`config.mk`:
```
export PLATFORM = sky130hd
export DESIGN_NAME = mini_format_printer
export DESIGN_NICKNAME = d
export VERILOG_FILES = /design/src/sv/mfp_pkg.sv /design/src/sv/mini_format_printer.sv
export VERILOG_INCLUDE_DIRS = /design/src /design/src/sv
export SDC_FILE = /design/constraint.sdc
export NUM_CORES = 1
export LEC_CHECK = 0
export BUFFER_PORTS_ARGS = -buffer_cell sky130_fd_sc_hd__buf_2
export CORE_UTILIZATION = 29
export DETAILED_ROUTE_END_ITERATION = 12
export PLACE_DENSITY_LB_ADDON = 0.12
export SYNTH_ARGS = -nofsm -noshare
export SYNTH_HDL_FRONTEND = slang
export SYNTH_SLANG_ARGS = --single-unit
```
`constraint.sdc`:
```
create_clock -name clk -period 4.4 [get_ports clk]
set_input_delay 0.22 -clock clk [delete_from_list [all_inputs] [get_ports clk]]
set_output_delay 0.22 -clock clk [all_outputs]
set_load 0.05 [all_outputs]
```
`src/sv/assert_macros.svh`:
```
// assertion macros used by the format printer rtl
`ifndef ASSERT_MACROS_SVH
`define ASSERT_MACROS_SVH

// antecedent holds in this cycle, consequent in the same cycle
`define ASSERT_SAME(lbl, clk_s, rst_n, ante, cons, msg) \
	lbl: assert property (@(posedge clk_s) disable iff (!rst_n) (ante) |-> (cons)) \
		else $error(msg);

// antecedent holds in this cycle, consequent in the next one
`define ASSERT_NEXT(lbl, clk_s, rst_n, ante, cons, msg) \
	lbl: assert property (@(posedge clk_s) disable iff (!rst_n) (ante) |=> (cons)) \
		else $error(msg);

`endif

```
`src/sv/mfp_pkg.sv`:
```
// constants and character tables for the format printer
`default_nettype none

package mfp_pkg;

	localparam int COUNT_BITS  = 16;
	localparam int TOTAL_BITS  = 16;
	localparam int ARG_BITS    = 32;
	localparam int DEC_DIGITS  = 10;
	localparam int HEX_NIBBLES = ARG_BITS / 4;
	localparam int DIG_BITS    = 4 * DEC_DIGITS;
	localparam int NULL_LEN    = 6;

	localparam logic [2:0] FN_FMT  = 3'd0;
	localparam logic [2:0] FN_INT  = 3'd1;
	localparam logic [2:0] FN_STR  = 3'd2;
	localparam logic [2:0] FN_END  = 3'd3;
	localparam logic [2:0] FN_NULL = 3'd4;
	localparam logic [2:0] FN_NEW  = 3'd5;

	localparam logic [7:0] CH_PERCENT = 8'h25;
	localparam logic [7:0] CH_D       = 8'h64;
	localparam logic [7:0] CH_X       = 8'h78;
	localparam logic [7:0] CH_S       = 8'h73;
	localparam logic [7:0] CH_MINUS   = 8'h2d;
	localparam logic [7:0] CH_NUL     = 8'h00;

	localparam logic [7:0] HEX_DIGITS [16] = '{
		8'h30, 8'h31, 8'h32, 8'h33, 8'h34, 8'h35, 8'h36, 8'h37,
		8'h38, 8'h39, 8'h61, 8'h62, 8'h63, 8'h64, 8'h65, 8'h66
	};

	localparam logic [7:0] NULL_TEXT [NULL_LEN] = '{
		8'h28, 8'h6e, 8'h75, 8'h6c, 8'h6c, 8'h29
	};

endpackage

`default_nettype wire

```
`src/sv/mini_format_printer.sv`:
```
// small formatted-output engine: literals, signed decimal, hex and strings
//
//  channel | signals                                  | role
//  --------+------------------------------------------+---------------------------
//  in      | in_valid in_ready func data_byte arg_value | format bytes and arguments
//  out     | out_valid out_ready out_char last total_chars | characters with count
//
// literal or string byte: one character; null string: the six characters of (null)
// decimal: optional minus sign, bit-serial double dabble over the 32 argument bits,
//   leading-zero skip, then one digit per cycle while out_ready does not stall
// hex: leading-zero skip, then one digit per cycle while out_ready does not stall
// arst_n clears the state, the parse mode, the count and the output valid flag
// a stalled out_ready holds dig_q in ST_DIGIT; in_ready is low until an item is done
`default_nettype none

module mini_format_printer (
	input  wire logic                             clk,
	input  wire logic                             arst_n,
	input  wire logic                             in_valid,
	output logic                                  in_ready,
	input  wire logic [2:0]                       func,
	input  wire logic [7:0]                       data_byte,
	input  wire logic signed [mfp_pkg::ARG_BITS-1:0] arg_value,
	output logic                                  out_valid,
	input  wire logic                             out_ready,
	output logic [7:0]                            out_char,
	output logic                                  last,
	output logic [mfp_pkg::TOTAL_BITS-1:0]        total_chars
);
	import mfp_pkg::*;

	`include "assert_macros.svh"

	typedef enum logic [2:0] {
		ST_IDLE, ST_CHAR, ST_NULL, ST_SIGN, ST_CONV, ST_SKIP, ST_DIGIT
	} state_t;

	typedef enum logic [2:0] {
		MD_LITERAL, MD_PERCENT, MD_WAIT_DEC, MD_WAIT_HEX, MD_STRING
	} mode_t;

	localparam logic [COUNT_BITS-1:0] COUNT_MAX = '1;

	state_t                  state_q;
	mode_t                   mode_q;
	logic [7:0]              char_q;
	logic [2:0]              idx_q;
	logic [4:0]              cnt_q;
	logic [3:0]              ndig_q;
	logic [DIG_BITS-1:0]     dig_q;
	logic [ARG_BITS-1:0]     bin_q;
	logic [COUNT_BITS-1:0]   count_q;
	logic                    out_valid_q;
	logic [7:0]              out_char_q;
	logic                    last_q;
	logic [TOTAL_BITS-1:0]   total_q;

	logic                    in_acc;
	logic                    em_req;
	logic                    em_fire;
	logic [7:0]              em_char;
	logic                    em_last;
	logic [COUNT_BITS-1:0]   count_inc;
	logic [DIG_BITS-1:0]     dd_adj;
	logic [ARG_BITS-1:0]     arg_u;
	logic [ARG_BITS-1:0]     arg_mag;
	logic                    conv_end;
	logic                    skip_start;
	logic                    new_acc;

	assign in_ready    = (state_q == ST_IDLE);
	assign in_acc      = in_valid && in_ready;
	assign out_valid   = out_valid_q;
	assign out_char    = out_char_q;
	assign last        = last_q;
	assign total_chars = total_q;

	assign arg_u     = arg_value;
	assign arg_mag   = ~arg_u + ARG_BITS'(1);
	assign count_inc = (count_q == COUNT_MAX) ? count_q : count_q + COUNT_BITS'(1);
	assign em_fire   = em_req && (!out_valid_q || out_ready);

	assign conv_end   = (state_q == ST_CONV) && (cnt_q == 5'(ARG_BITS - 1));
	assign skip_start = (state_q == ST_SKIP) && (ndig_q == 4'(DEC_DIGITS));
	assign new_acc    = in_acc && (func == FN_NEW);

	// add-3 correction on every bcd digit
	always_comb begin
		logic [3:0] d;
		dd_adj = dig_q;
		for (int i = 0; i < DEC_DIGITS; i++) begin
			d = dig_q[4*i +: 4];
			dd_adj[4*i +: 4] = (d >= 4'd5) ? d + 4'd3 : d;
		end
	end

	always_comb begin
		em_req  = 1'b0;
		em_char = char_q;
		em_last = 1'b0;
		unique case (state_q)
			ST_CHAR: begin
				em_req  = 1'b1;
				em_last = 1'b1;
			end
			ST_NULL: begin
				em_req  = 1'b1;
				em_char = NULL_TEXT[idx_q];
				em_last = (idx_q == 3'(NULL_LEN - 1));
			end
			ST_SIGN: begin
				em_req  = 1'b1;
				em_char = CH_MINUS;
			end
			ST_DIGIT: begin
				em_req  = 1'b1;
				em_char = HEX_DIGITS[dig_q[DIG_BITS-1 -: 4]];
				em_last = (ndig_q == 4'd1);
			end
			default: begin
				em_req = 1'b0;
			end
		endcase
	end

	always_ff @(posedge clk or negedge arst_n) begin
		if (!arst_n) begin
			state_q     <= ST_IDLE;
			mode_q      <= MD_LITERAL;
			count_q     <= '0;
			out_valid_q <= 1'b0;
		end else begin
			if (em_fire) begin
				out_valid_q <= 1'b1;
				out_char_q  <= em_char;
				last_q      <= em_last;
				total_q     <= TOTAL_BITS'(count_inc);
				count_q     <= count_inc;
			end else if (out_ready) begin
				out_valid_q <= 1'b0;
			end

			unique case (state_q)
				ST_IDLE: begin
					if (in_acc) begin
						case (func)
							FN_FMT: begin
								if (mode_q == MD_PERCENT) begin
									case (data_byte)
										CH_D:    mode_q <= MD_WAIT_DEC;
										CH_X:    mode_q <= MD_WAIT_HEX;
										CH_S:    mode_q <= MD_STRING;
										default: mode_q <= MD_LITERAL;
									endcase
								end else if (data_byte == CH_PERCENT) begin
									mode_q <= MD_PERCENT;
								end else begin
									mode_q  <= MD_LITERAL;
									char_q  <= data_byte;
									state_q <= ST_CHAR;
								end
							end
							FN_INT: begin
								if (mode_q == MD_WAIT_DEC) begin
									mode_q <= MD_LITERAL;
									bin_q  <= arg_u[ARG_BITS-1] ? arg_mag : arg_u;
									dig_q  <= '0;
									cnt_q  <= '0;
									state_q <= arg_u[ARG_BITS-1] ? ST_SIGN : ST_CONV;
								end else if (mode_q == MD_WAIT_HEX) begin
									mode_q  <= MD_LITERAL;
									dig_q   <= {arg_u, (DIG_BITS - ARG_BITS)'(0)};
									ndig_q  <= 4'(HEX_NIBBLES);
									state_q <= ST_SKIP;
								end
							end
							FN_STR: begin
								if (mode_q == MD_STRING) begin
									if (data_byte == CH_NUL) begin
										mode_q <= MD_LITERAL;
									end else begin
										char_q  <= data_byte;
										state_q <= ST_CHAR;
									end
								end
							end
							FN_END: begin
								if (mode_q == MD_STRING) begin
									mode_q <= MD_LITERAL;
								end
							end
							FN_NULL: begin
								if (mode_q == MD_STRING) begin
									mode_q  <= MD_LITERAL;
									idx_q   <= '0;
									state_q <= ST_NULL;
								end
							end
							FN_NEW: begin
								mode_q  <= MD_LITERAL;
								count_q <= '0;
							end
							default: begin
							end
						endcase
					end
				end
				ST_CHAR: begin
					if (em_fire) begin
						state_q <= ST_IDLE;
					end
				end
				ST_NULL: begin
					if (em_fire) begin
						if (em_last) begin
							state_q <= ST_IDLE;
						end else begin
							idx_q <= idx_q + 3'd1;
						end
					end
				end
				ST_SIGN: begin
					if (em_fire) begin
						state_q <= ST_CONV;
					end
				end
				ST_CONV: begin
					dig_q <= {dd_adj[DIG_BITS-2:0], bin_q[ARG_BITS-1]};
					bin_q <= bin_q << 1;
					cnt_q <= cnt_q + 5'd1;
					if (cnt_q == 5'(ARG_BITS - 1)) begin
						ndig_q  <= 4'(DEC_DIGITS);
						state_q <= ST_SKIP;
					end
				end
				ST_SKIP: begin
					if (dig_q[DIG_BITS-1 -: 4] == 4'd0 && ndig_q > 4'd1) begin
						dig_q  <= dig_q << 4;
						ndig_q <= ndig_q - 4'd1;
					end else begin
						state_q <= ST_DIGIT;
					end
				end
				ST_DIGIT: begin
					if (em_fire) begin
						dig_q  <= dig_q << 4;
						ndig_q <= ndig_q - 4'd1;
						if (em_last) begin
							state_q <= ST_IDLE;
						end
					end
				end
				default: begin
					state_q <= ST_IDLE;
				end
			endcase
		end
	end

	`ASSERT_SAME(a_digit_left, clk, arst_n, state_q == ST_DIGIT, ndig_q != 4'd0, "no digit left")
	`ASSERT_NEXT(a_conv_done, clk, arst_n, conv_end, skip_start, "conversion did not hand over")
	`ASSERT_NEXT(a_count_mono, clk, arst_n, !new_acc, count_q >= $past(count_q), "count went down")

endmodule

`default_nettype wire

```
; ---- Word level (Yosys, flattened, before mapping)
; Memories as Yosys holds them, arrays and structs flattened.
; Index checks and enable logic that the tools add are counted.
[op_classes]
addsub = 15
order_cmp = 13
eq_ne = 55
n_mux = 84
bitwise_logic = 3
reduce_logical = 26
[op_table]
columns = operator, count
row1 = 2-to-1 mux 40 bit, 6
row2 = one-hot mux 40 bit (4 select lines), 1
row3 = 2-to-1 mux 32 bit, 4
row4 = 2-to-1 mux 16 bit, 5
row5 = 2-to-1 mux 3 bit, 26
row6 = 2-to-1 mux 4 bit, 16
row7 = 2-to-1 mux 8 bit, 8
row8 = one-hot mux 32 bit (2 select lines), 1
row9 = >= comparator 4 x 3 -> 1 bit (second input constant), 10
row10 = adder 4 x 2 -> 4 bit (second input constant), 9
row11 = adder 32 x 1 -> 32 bit (second input constant), 1
row12 = inverter 32 bit, 1
row13 = == test 8 x 7 -> 1 bit (second input constant), 3
row14 = inequality test 2 bit (second input constant), 12
row15 = one-hot mux 8 bit (3 select lines), 1
row16 = inequality test 2 x 1 -> 1 bit (second input constant), 11
row17 = == test 3 bit (second input constant), 7
row18 = AND reduction 7 bit, 3
row19 = == test 3 x 2 -> 1 bit (second input constant), 6
row20 = inequality test 3 bit (second input constant), 6
row21 = one-hot mux 3 bit (6 select lines), 1
row22 = adder 16 x 1 -> 16 bit (second input constant), 1
row23 = == test 16 bit (second input constant), 1
row24 = one-hot mux 4 bit (4 select lines), 1
row25 = other kinds (41), 55
[word_totals]
ff_bits = 140
mem_bits_ro = 192
inputBits = 47
out_inout_bits = 27
elab_cells = 211
memories = 2
[mem_list]
columns = name, words, width, read_ports, rd_ports_with_merged_regs, write_ports, line_no
row1 = (no name shown), 16, 8, 1, 0, 0, mini_format_printer.sv:117  ; em_char = HEX_DIGITS[dig_q[DIG_BITS-1 -: 4]];
row2 = (no name shown), 8, 8, 1, 0, 0, mini_format_printer.sv:108  ; em_char = NULL_TEXT[idx_q];

; ---- Longest topological paths before layout
; Gate-level depths: netlist of run 1.
[logic_depth]
ltp_word = 8
ltp_mapped = 8
ltp_nobuf = 7

; ---- Worst setup path after synthesis of run 1
; Ideal clock, no wire load.
[synth_timing]
kind = register to register
startpoint = reg ndig_q[0]
endpoint = reg dig_q[0] (enable)
setup_ns = 0.451
t_arrival_ns = 3.540
required_time_ns = 3.949
path_slack_ns = 0.410
path_stages_with_launch = 7
n_path_buf = 0
period_less_slack_ns = 3.990
cell_sequence = edfxtp_1 > ha_1 > or2_0 > a2111oi_0 > nand2b_1 > o2111ai_1 > a21oi_1
[synth_via]
elab_chain_cells = 4
[synth_rtl]
columns = element, line_no
row1 = start: declaration, mini_format_printer.sv:49  ; logic [3:0] ndig_q;
row2 = start signal: assignment, mini_format_printer.sv:173  ; ndig_q <= 4'(HEX_NIBBLES);
row3 = start signal: assignment, mini_format_printer.sv:232  ; ndig_q <= 4'(DEC_DIGITS);
row4 = start signal: assignment, mini_format_printer.sv:239  ; ndig_q <= ndig_q - 4'd1;
row5 = greater-than comparator 4 x 1 -> 1 bit, mini_format_printer.sv:237  ; if (dig_q[DIG_BITS-1 -: 4] == 4'd0 && ndig_q > 4'd1) begin
row6 = logical AND 1 bit, mini_format_printer.sv:237
row7 = inequality test 2 x 1 -> 1 bit (no source line), n/a
row8 = AND reduction 7 bit (no source line), n/a
row9 = end signal: assignment, mini_format_printer.sv:228  ; dig_q <= {dd_adj[DIG_BITS-2:0], bin_q[ARG_BITS-1]};
row10 = end signal: assignment, mini_format_printer.sv:238  ; dig_q <= dig_q << 4;
row11 = end signal: assignment, mini_format_printer.sv:246  ; dig_q <= dig_q << 4;
row12 = end: declaration, mini_format_printer.sv:50  ; logic [DIG_BITS-1:0] dig_q;
; No other way between the ends.
; A chain may end at the register's enable or synchronous reset.

; ---- Worst setup path after layout of run 1
[layout_timing]
startpoint = reg state_q[2]
endpoint = reg dig_q[18] (enable)
[layout_via]
elab_chain_cells = 6
elab_cells_between_ends = 18
cone_classes = 11 x eq/ne / 1 x mux / 6 x reduce/logical
[layout_rtl]
columns = element, line_no
row1 = start: declaration, mini_format_printer.sv:44  ; state_t state_q;
row2 = start signal: assignment, mini_format_printer.sv:169  ; state_q <= arg_u[ARG_BITS-1] ? ST_SIGN : ST_CONV;
row3 = "== test 3 bit, or another cell as far along", "mini_format_printer.sv:101, mini_format_printer.sv:143"
row4 = OR reduction 4 bit (no source line), n/a
row5 = 2-to-1 mux 1 bit, mini_format_printer.sv:101  ; unique case (state_q)
row6 = logical AND 1 bit, mini_format_printer.sv:81  ; assign em_fire = em_req && (!out_valid_q || out_ready);
row7 = inequality test 2 bit (no source line), n/a
row8 = AND reduction 7 bit (no source line) *, n/a
row9 = end signal: assignment, mini_format_printer.sv:172  ; dig_q <= {arg_u, (DIG_BITS - ARG_BITS)'(0)};
row10 = end signal: assignment, mini_format_printer.sv:228
row11 = end signal: assignment, mini_format_printer.sv:238
; Mark *: on every way between the ends. The rest lies on a longest branch, timed or not.

==> results.yml, run 1 <==
status:
  status: "finished clean"
floorplanning:
  dieArea_um2: 29840
  fp.dieH_um: 172.7
  top_level_ports: 74
  start_util_pct: 29.46
  core-area_um2: 28700
  core.rowCount: 62
  die_w_um: 172.7
power:
  p_seq_share_pct: 39.1
  power.density_nw_per_um2: 483.1
  power.share.clock_pct: 31.9
  internal_power_mw: 3.025
  p_comb_share_pct: 29.0
  p_leak_nw: 3.672
  p_sw_mw: 1.747
  swShare_pct: 36.61
  ir_drop_uv: 262.0
  report.power.total_mw: 4.772
setup_path:
  critPathKind: "flip-flop to flip-flop"
  startpoint_type: "flip-flop"
  crit_fanout: 40
  critPathRequiredTime_ns: 4.45
  critPathArrivalTime_ns: 2.91
  worstSetupEndpointType: "flip-flop"
layout:
  multi_input_area_um2: 4106
  fillers: 3019
  final_common_cell: "edfxtp_1"
  fin_cells: 1311
  final_cell_mix: "edfxtp_1, nor2_1, buf_2"
  n_antenna_cell: 0
  drive_above_1_share_pct: 14.24
  area_growth_pct: 16.84
  utilization_pct: 34.42
  ff_latch_area_um2: 4089
  nNetsFinal: 993
clock_network:
  clk_path_buf_depth: 2
  cts_root_buf: "clkbuf_16"
  post_cts_buffers: 0
  cts_resized: 0
  cts.clk_slew.worst_paths_ns: 0.06
  htree_levels: 4
  cts.sinks: 140
  cts-buffers-inserted: 17
  cts_tree: "done"
  clock_latency_ns: 0.43
synthesis:
  synth_edf_count: 117
  synth.distinct_cells: 70
  synth_area_um2: 8454
  synth_flop_cell: "edfxtp_1"
  yosysWarnings: 0
  yosysSeqAreaShare_pct: 48.36
  synth_seq_cells: 140
  netlist_instances: 851
  syn-num-nets: 930
  postSynthAreaPerCell_um2: 9.935
  async_reset_ff_share_pct: 16.43
grt:
  grt_overflow: 0
  grt_pass1_wl_um: 35510
  grt_pass1_vias: 6479
  grt_max_degree: 41
  grt_usage_pct: 15.02
  grt_antenna_before_repair: 0
timing:
  fmax_ghz: 0.3501
  fin_tns_setup_ns: 0
  timing.hold.ws_ns: 0.03550
  rsz0062_at_grt: "false"
  final_max_slew_viol_count: 0
  period_share_pct: 64.92
  hold_violations: 0
  worst_slew_pin_slew_ns: 0.9383
  finClkSkew_ns: 0.01716
  setup_violations: 0
  slew_headroom_pct: 37.45
  period_minus_slack_ns: 2.856
detailed_routing:
  vias: 6512
  dr.pass1.iters: 5
  drtAntennaViolNets: 0
  wl_per_cell_um: 16.63
  drt_wl_total_um: 21810
  drtIter0Drc: 436
  drc: 0
  viasPerCell: 4.967
placement:
  place_congestion: 0.7978
  post-dp-hpwl_um: 15010
  io_buffers: 73
  dp.cells: 1276
hold_path:
  hp-class: "input pin to flip-flop"
flow_run:
  maxCapViolCount: 0
[area by class of cell]
type	instances	share of cell area (%)
Multi-Input combinational cell	635	41.57
Inverter	35	1.330
Timing Repair Buffer	85	4.687
Sequential cell	140	41.39
Tap cell	384	4.864
Clock inverter	13	1.558
Clock buffer	19	4.598
[cell families (layout without fill, tap and decap cells)]
kind of cell | after synthesis | after routing | share of synthesized area, %
simple gates | 284 | 284 | 17.14
fa+ha+maj | 32 | 32 | 4.736
buf+inv | 76 | 152 | 3.419
xor+xnor | 62 | 62 | 6.423
flops | 140 | 140 | 48.36
compound gates | 243 | 243 | 18.17
mux | 14 | 14 | 1.746
[power by group through the flow]
stage	sequential, mW	clock (mW)	combinational, mW
final	1.86	1.52	1.38
after global routing	1.89	1.62	1.54
after CTS	1.86	1.57	1.40
after detailed placement	1.89	0	1.40
after global placement	1.89	0	1.40
after floorplan	2.00	0	0.870
[sequential cells by signal, summed over array words and instances, names as in the netlist]
register     flops
dig_q           40
bin_q           32
count_q         16
total_chars     16
char_q           8
out_char         8
cnt_q            5
ndig_q           4
idx_q            3
mode_q           3
state_q          3
last             1
out_valid        1
[timing repair]
item / 4_1_cts / 5_1_grt
hold buffers: 3 / 0
hold endpoints to repair: 25 / 0
setup endpoints to repair: 0 / 0
[cell usage after synthesis, types with 21 or more instances]
cell type,n,area share (%)
nor2_1,76,3.4
ha_1,32,4.7
inv_1,34,1.5
xor2_1,36,3.7
a22oi_1,35,3.1
o21ai_0,59,3.5
edfxtp_1,117,42
xnor2_1,26,2.7
a21oi_1,66,3.9
nor3_1,22,1.3
clkbuf_1,38,1.7
o21ai_1,21,1.2
nand2_1,60,2.7
dfrtp_1,23,6.8
[worst max-delay path, stage by stage (launching register included)]
cell	delay, ns
dfrtp_1	0.96
inv_1	0.26
o32ai_1	0.33
o2111ai_1	0.24
a21oi_4	0.19
buf_4	0.50
[path summary, 6_finish.rpt]
path	cells past startpoint	slack [ns]	from	endpoint
worst max-delay path	5	1.54	state_q[2]$_DFFE_PN0P_	dig_q[18]$_DFFE_PP_
worst min-delay path	1	0.04	data_byte[2]	char_q[2]$_DFFE_PP_
worst max register to register	5	1.54	state_q[2]$_DFFE_PN0P_	dig_q[18]$_DFFE_PP_
worst min register to register	1	0.50	char_q[5]$_DFFE_PP_	out_char[5]$_DFFE_PP_
max in group asynchronous	2	3.59	arst_n	count_q[13]$_DFF_PN0_
min in group asynchronous	2	0.36	arst_n	mode_q[1]$_DFFE_PN0P_
[per-stage QoR]
step	area (um2)	worst slack [ns]
finish	9878	1.544
global route	9878	1.249
CTS	9878	1.488
detailed placement	9240	1.483
global placement	9240	1.508
floorplan	8454	0.4096
[per-layer routing]
| metal | global-route usage (%) | vias up | part of all wire (%) | wire length [um] |
|---|---|---|---|---|
| met2 | 23.91 | 121 | 45 | 9895 |
| met5 | 0 | - | 0 | 0 |
| met4 | 3.724 | 0 | 0.83 | 182 |
| met1 | 20.92 | 3102 | 51 | 11020 |
| met3 | 2.902 | 14 | 3.3 | 709 |
| li1 | - | 3275 | - | - |
(Power assumes the default switching activity.)
==> run 2, diff against run 1 <==
==> constraint.sdc (replaced) <==
create_clock -name clk -period 2.7 [get_ports clk]
set_input_delay 0.135 -clock clk [delete_from_list [all_inputs] [get_ports clk]]
set_output_delay 0.135 -clock clk [all_outputs]
set_load 0.05 [all_outputs]
==> run 2 against run 1 <==
Against the previous run:
- critical path type unchanged
- clock skew fell by 0.0011 ns
- flip-flop and latch count did not move
- power rose by 64%
- highest routed layer unchanged
- register-to-register slack got worse by 1.3 ns
- sequential share of layout area fell by 1.2 points
- setup slack got worse by 1.3 ns
- worst hold slack improved by 0.026 ns
- sequential power rose by 60%
- largest power group unchanged
==> results.yml, run 2 (synthesis results as in run 1) <==
layout:
  finish.instance_area_um2: 10170
  multi_input_area_um2: 4113
  fillers: 2969
  ff_latch_area_um2: 4089
  nNetsFinal: 1025
  n_antenna_cell: 0
  final_common_cell: "edfxtp_1"
  drive_above_1_share_pct: 16.68
  area_growth_pct: 20.26
  regMostFlops: "dig_q"
  largest_reg_flops: 40
  reg.largest.list: "dig_q: 40 flops, bin_q: 32 flops"
  final_cell_mix: "edfxtp_1, nor2_1, buf_2"
power:
  p_comb_share_pct: 32.0
  p_sw_mw: 2.882
  swShare_pct: 36.77
  power.share.clock_pct: 30.0
  power.density_nw_per_um2: 770.9
  internal_power_mw: 4.956
  p_seq_share_pct: 38.0
  ir_drop_uv: 361.6
  p_leak_nw: 3.830
clock_network:
  htree_levels: 4
  clock_latency_ns: 0.43
  cts_tree: "done"
  cts.sinks: 140
  cts_root_buf: "clkbuf_16"
  cts-buffers-inserted: 17
  cts.clk_slew.worst_paths_ns: 0.07
  clk_path_buf_depth: 2
timing:
  finClkSkew_ns: 0.01611
  period_share_pct: 91.21
  slew_headroom_pct: 59.58
  rsz0062_at_grt: "false"
  worst_slew_pin_slew_ns: 0.5985
  final_max_slew_viol_count: 0
  fmax_ghz: 0.4061
  period_minus_slack_ns: 2.463
  fin_tns_setup_ns: 0
  setup_violations: 0
  hold_violations: 0
floorplanning:
  die_w_um: 172.7
  core-area_um2: 28700
  start_util_pct: 29.46
  fp.dieH_um: 172.7
  dieArea_um2: 29840
  core.rowCount: 62
  top_level_ports: 74
placement:
  post-dp-hpwl_um: 15060
  place_congestion: 0.8081
  io_buffers: 73
  dpl_cell_area_um2: 9504
setup_path:
  critPathRequiredTime_ns: 2.80
  worstSetupEndpointType: "flip-flop"
  crit_fanout: 40
  critPathKind: "flip-flop to flip-flop"
  startpoint_type: "flip-flop"
  critPathArrivalTime_ns: 2.56
hold_path:
  hp-class: "input pin to flip-flop"
grt:
  grt_max_degree: 41
  grt_pass1_vias: 6518
  grt_overflow: 0
  grt_antenna_before_repair: 0
  grt_pass1_wl_um: 35120
  grt_usage_pct: 14.68
flow_run:
  maxCapViolCount: 0
detailed_routing:
  drtAntennaViolNets: 0
  wl_per_cell_um: 15.92
  drt_wl_total_um: 21380
  dr.pass1.iters: 5
  drc: 0
  drtIter0Drc: 357
  viasPerCell: 4.954
  vias: 6653
status:
  status: "finished clean"
-- run 2: stage by stage --
step	power [mW]	std cells	hold slack (ns)	setup slack [ns]	utilization, %
after floorplan	4.682	851	-0.1606	0.02694	-
after global placement	5.565	1302	0.03479	0.1293	33.11
after detailed placement	5.567	1302	0.02787	0.06815	33.11
after CTS	7.966	1343	0.05358	0.1933	35.42
after global routing	8.331	1343	0.07283	0.04874	35.42
final	7.838	1343	0.06195	0.2373	35.42
-- run 2: worst max-delay path, stage by stage, from the launching register on --
cell       delay [ns]
edfxtp_1         0.43
ha_1             0.24
or2_0            0.24
a2111oi_2        0.41
nand2b_1         0.16
o2111ai_1        0.20
a21oi_4          0.20
buf_12           0.27
-- run 2: final timing paths --
| kind | start | end | slack, ns | cells past startpoint |
|---|---|---|---|---|
| setup reg to reg | ndig_q[0]$_DFFE_PP_ | dig_q[9]$_DFFE_PP_ | 0.24 | 7 |
| hold / removal | arg_value[0] | bin_q[0]$_SDFFCE_PP0P_ | 0.06 | 3 |
| hold reg to reg | count_q[6]$_DFF_PN0_ | count_q[6]$_DFF_PN0_ | 0.49 | 1 |
| setup / recovery | ndig_q[0]$_DFFE_PP_ | dig_q[9]$_DFFE_PP_ | 0.24 | 7 |
| min in group asynchronous | arst_n | mode_q[2]$_DFFE_PN0P_ | 0.13 | 2 |
| max in group asynchronous | arst_n | count_q[13]$_DFF_PN0_ | 2.02 | 3 |
-- run 2: area by class of cell --
class                           count  area share (%)
Multi-Input combinational cell    635           40.45
Sequential cell                   140           40.22
Timing Repair Buffer              117           7.679
Tap cell                          384           4.726
Clock buffer                       17           4.184
Clock inverter                     15           1.452
Inverter                           35           1.292
-- run 2: per-layer routing --
layer	vias up	GRT usage, %	part of all wire [%]
li1	3339	-	-
met1	3175	20.43	50
met2	125	23.30	46
met3	14	2.419	3.0
met4	0	4.499	1.2
met5	-	0	0
-- run 2: timing repair --
item	4_1_cts	5_1_grt
hold buffers	9	0
buffers inserted	0	0
endpoints found under the setup margin	0	0
hold endpoints to repair	31	0
gates resized for setup	0	0
-- run 2: power groups by stage --
stage          logic (mW)  registers, mW  clock network (mW)
4_1_cts              2.56           2.98                2.43
3_3_place_gp         2.54           3.03                   0
3_5_place_dp         2.54           3.02                   0
5_1_grt              2.81           3.02                2.51
2_1_floorplan        1.43           3.25                   0
6_report             2.51           2.98                2.35
==> run 3, diff against run 2 <==
--- a/config.mk
+++ b/config.mk
@@ -6,6 +6,7 @@
 export SDC_FILE = /design/constraint.sdc
 export NUM_CORES = 1
 export LEC_CHECK = 0
+export ABC_AREA = 1
 export BUFFER_PORTS_ARGS = -buffer_cell sky130_fd_sc_hd__buf_2
 export CORE_UTILIZATION = 29
 export DETAILED_ROUTE_END_ITERATION = 12
==> run 3 against run 2 <==
Against the previous run:
- via count grew 11%
- register-to-register slack better by 0.16 ns
- synthesized area grew 4.1%
- non-clock buffer count fell by 21
- flip-flop and latch count unchanged
- clock skew decreased by 0.0061 ns
- critical endpoint is now ndig_q[1]$_DFFE_PP_
- largest power group is now combinational logic
==> results.yml, run 3 <==
grt:
  grt_max_degree: 48
  grt_pass1_vias: 7323
  grt_overflow: 0
  grt_pass1_wl_um: 38140
  grt_antenna_before_repair: 0
  grt_usage_pct: 15.80
placement:
  dp.cells: 1514
  post-dp-hpwl_um: 17110
  place_congestion: 0.8401
  io_buffers: 73
power:
  p_sw_mw: 4.062
  internal_power_mw: 5.777
  swShare_pct: 41.28
  p_leak_nw: 4.433
  p_comb_share_pct: 39.8
  report.power.total_mw: 9.839
  ir_drop_uv: 440.2
  power.density_nw_per_um2: 948.6
  power.share.clock_pct: 24.7
  p_seq_share_pct: 35.6
hold_path:
  whs_endpoint: "out_valid$_DFFE_PN0P_"
  worstHoldStart: "out_ready"
  hp-class: "input pin to flip-flop"
  holdPathStages: 4
synthesis:
  synth_flop_cell: "edfxtp_1"
  postSynthAreaPerCell_um2: 8.269
  synth.distinct_cells: 46
  yosysSeqAreaShare_pct: 46.47
  synthMostInstantiatedCell: "nand2_1"
  netlist_instances: 1064
  yosysWarnings: 0
  syn-num-nets: 1143
  async_reset_ff_share_pct: 16.43
  synth_top_cell_by_area: "edfxtp_1"
  synth_common_cells: "nand2_1, inv_1, edfxtp_1"
  synth_top_area_share_pct: 39.93
  synth_seq_cells: 140
  synth_area_leaders: "edfxtp_1, nand2_1, dfrtp_1"
  synth_edf_count: 117
  synth_area_um2: 8798
detailed_routing:
  drtIter0Drc: 451
  vias: 7373
  drc: 0
  drtAntennaViolNets: 0
  dr.pass1.iters: 5
  viasPerCell: 4.741
  wl_per_cell_um: 15.01
  drt_wl_total_um: 23340
floorplanning:
  start_util_pct: 29.61
  top_level_ports: 74
  die_w_um: 176.2
  fp.dieH_um: 176.2
  core-area_um2: 29720
  dieArea_um2: 31040
  core.rowCount: 63
timing:
  worst_slew_pin_slew_ns: 0.6757
  hold_violations: 0
  period_minus_slack_ns: 2.308
  finClkSkew_ns: 0.01004
  fmax_ghz: 0.4334
  slew_headroom_pct: 54.32
  rsz0062_at_grt: "false"
  final_max_slew_viol_count: 0
  setup_violations: 0
  period_share_pct: 85.46
  fin_tns_setup_ns: 0
setup_path:
  r2r_slack_ns: 0.39
  critPathKind: "flip-flop to flip-flop"
  r2r-start: "state_q[2]$_DFFE_PN0P_"
  worstSetupEndpointType: "flip-flop"
  r2r-end: "ndig_q[1]$_DFFE_PP_"
  rr_worst_depth: 7
  crit_start: "state_q[2]$_DFFE_PN0P_"
  crit_fanout: 18
  startpoint_type: "flip-flop"
  critPathRequiredTime_ns: 2.77
  critPathArrivalTime_ns: 2.37
clock_network:
  cts_hold_buf: 9
  cts.sinks: 140
  cts_root_buf: "clkbuf_16"
  cts_tree: "done"
  post_cts_buffers: 0
  clk_path_buf_depth: 2
  clock_latency_ns: 0.44
  cts-buffers-inserted: 17
  htree_levels: 4
  cts.clk_slew.worst_paths_ns: 0.06
  cts_resized: 0
layout:
  nNetsFinal: 1231
  utilization_pct: 34.90
  final_cell_mix: "nand2_1, inv_1, edfxtp_1"
  area_growth_pct: 17.89
  final_common_cell: "nand2_1"
  drive_above_1_share_pct: 13.99
  n_antenna_cell: 0
  reg.largest.list: "dig_q: 40 flops, bin_q: 32 flops"
  regMostFlops: "dig_q"
  fin_cells: 1555
  largest_reg_flops: 40
flow_run:
  maxCapViolCount: 0
status:
  status: "finished clean"
==> run 3: cell type report <==
class                      instances  area [um2]
tap                              390       488.0
multi-input combinational        747        4035
fill                            3109       19340
inverter                         150       563.0
clock buffer                      18       429.2
clock inverter                    14       170.2
sequential                       140        4089
timing repair buffer              96       598.1
==> run 3: critical path: stages, from the launching register on <==
cell	delay, ns
dfrtp_1	0.45
inv_2	0.18
nand2_2	0.11
a21oi_4	0.18
inv_2	0.18
a21oi_1	0.20
nand3_1	0.16
nor3_1	0.48
==> run 3: worst max path at each step <==
stage	slack [ns]	end
detailed placement	0.42	ndig_q[1]$_DFFE_PP_
floorplan	0.05	last$_DFFE_PP_
finish	0.39	ndig_q[1]$_DFFE_PP_
global route	0.24	ndig_q[0]$_DFFE_PP_
CTS	0.40	ndig_q[1]$_DFFE_PP_
global placement	0.44	ndig_q[0]$_DFFE_PP_
==> run 3: power by group through the flow <==
stage	clock, mW	sequential (mW)	combinational, mW
4_1_cts	2.50	3.50	3.98
6_report	2.43	3.50	3.91
3_3_place_gp	0	3.55	3.97
2_1_floorplan	0	3.77	2.64
5_1_grt	2.58	3.58	4.45
3_5_place_dp	0	3.54	3.96
==> run 3: per-layer routing <==
layer / part of all wire (%) / up-vias / GRT usage [%]
li1: - / 3782 / -
met1: 46 / 3434 / 19.98
met2: 48 / 135 / 27.08
met3: 3.7 / 22 / 2.498
met4: 1.8 / 0 / 5.688
met5: 0 / - / 0
==> run 3: through the flow <==
step | setup WS (ns) | hold WS (ns) | cell area, um2
floorplan | 0.05286 | -0.1606 | 8828
global placement | 0.4396 | 0.1874 | 9683
detailed placement | 0.4242 | 0.1876 | 9683
CTS | 0.4027 | 0.03266 | 10370
global route | 0.2407 | 0.08545 | 10370
finish | 0.3925 | 0.05936 | 10370
==> run 3: kinds of logic after synthesis <==
| family | count (synthesis) | synth area share, % |
|---|---|---|
| AOI/OAI and AO/OA | 199 | 13.18 |
| xor gates and xnor gates | 32 | 3.185 |
| adders and majority gates | 32 | 4.551 |
| buffers and inverters | 177 | 8.035 |
| DFF | 140 | 46.47 |
| and+or+nand+nor | 484 | 24.57 |
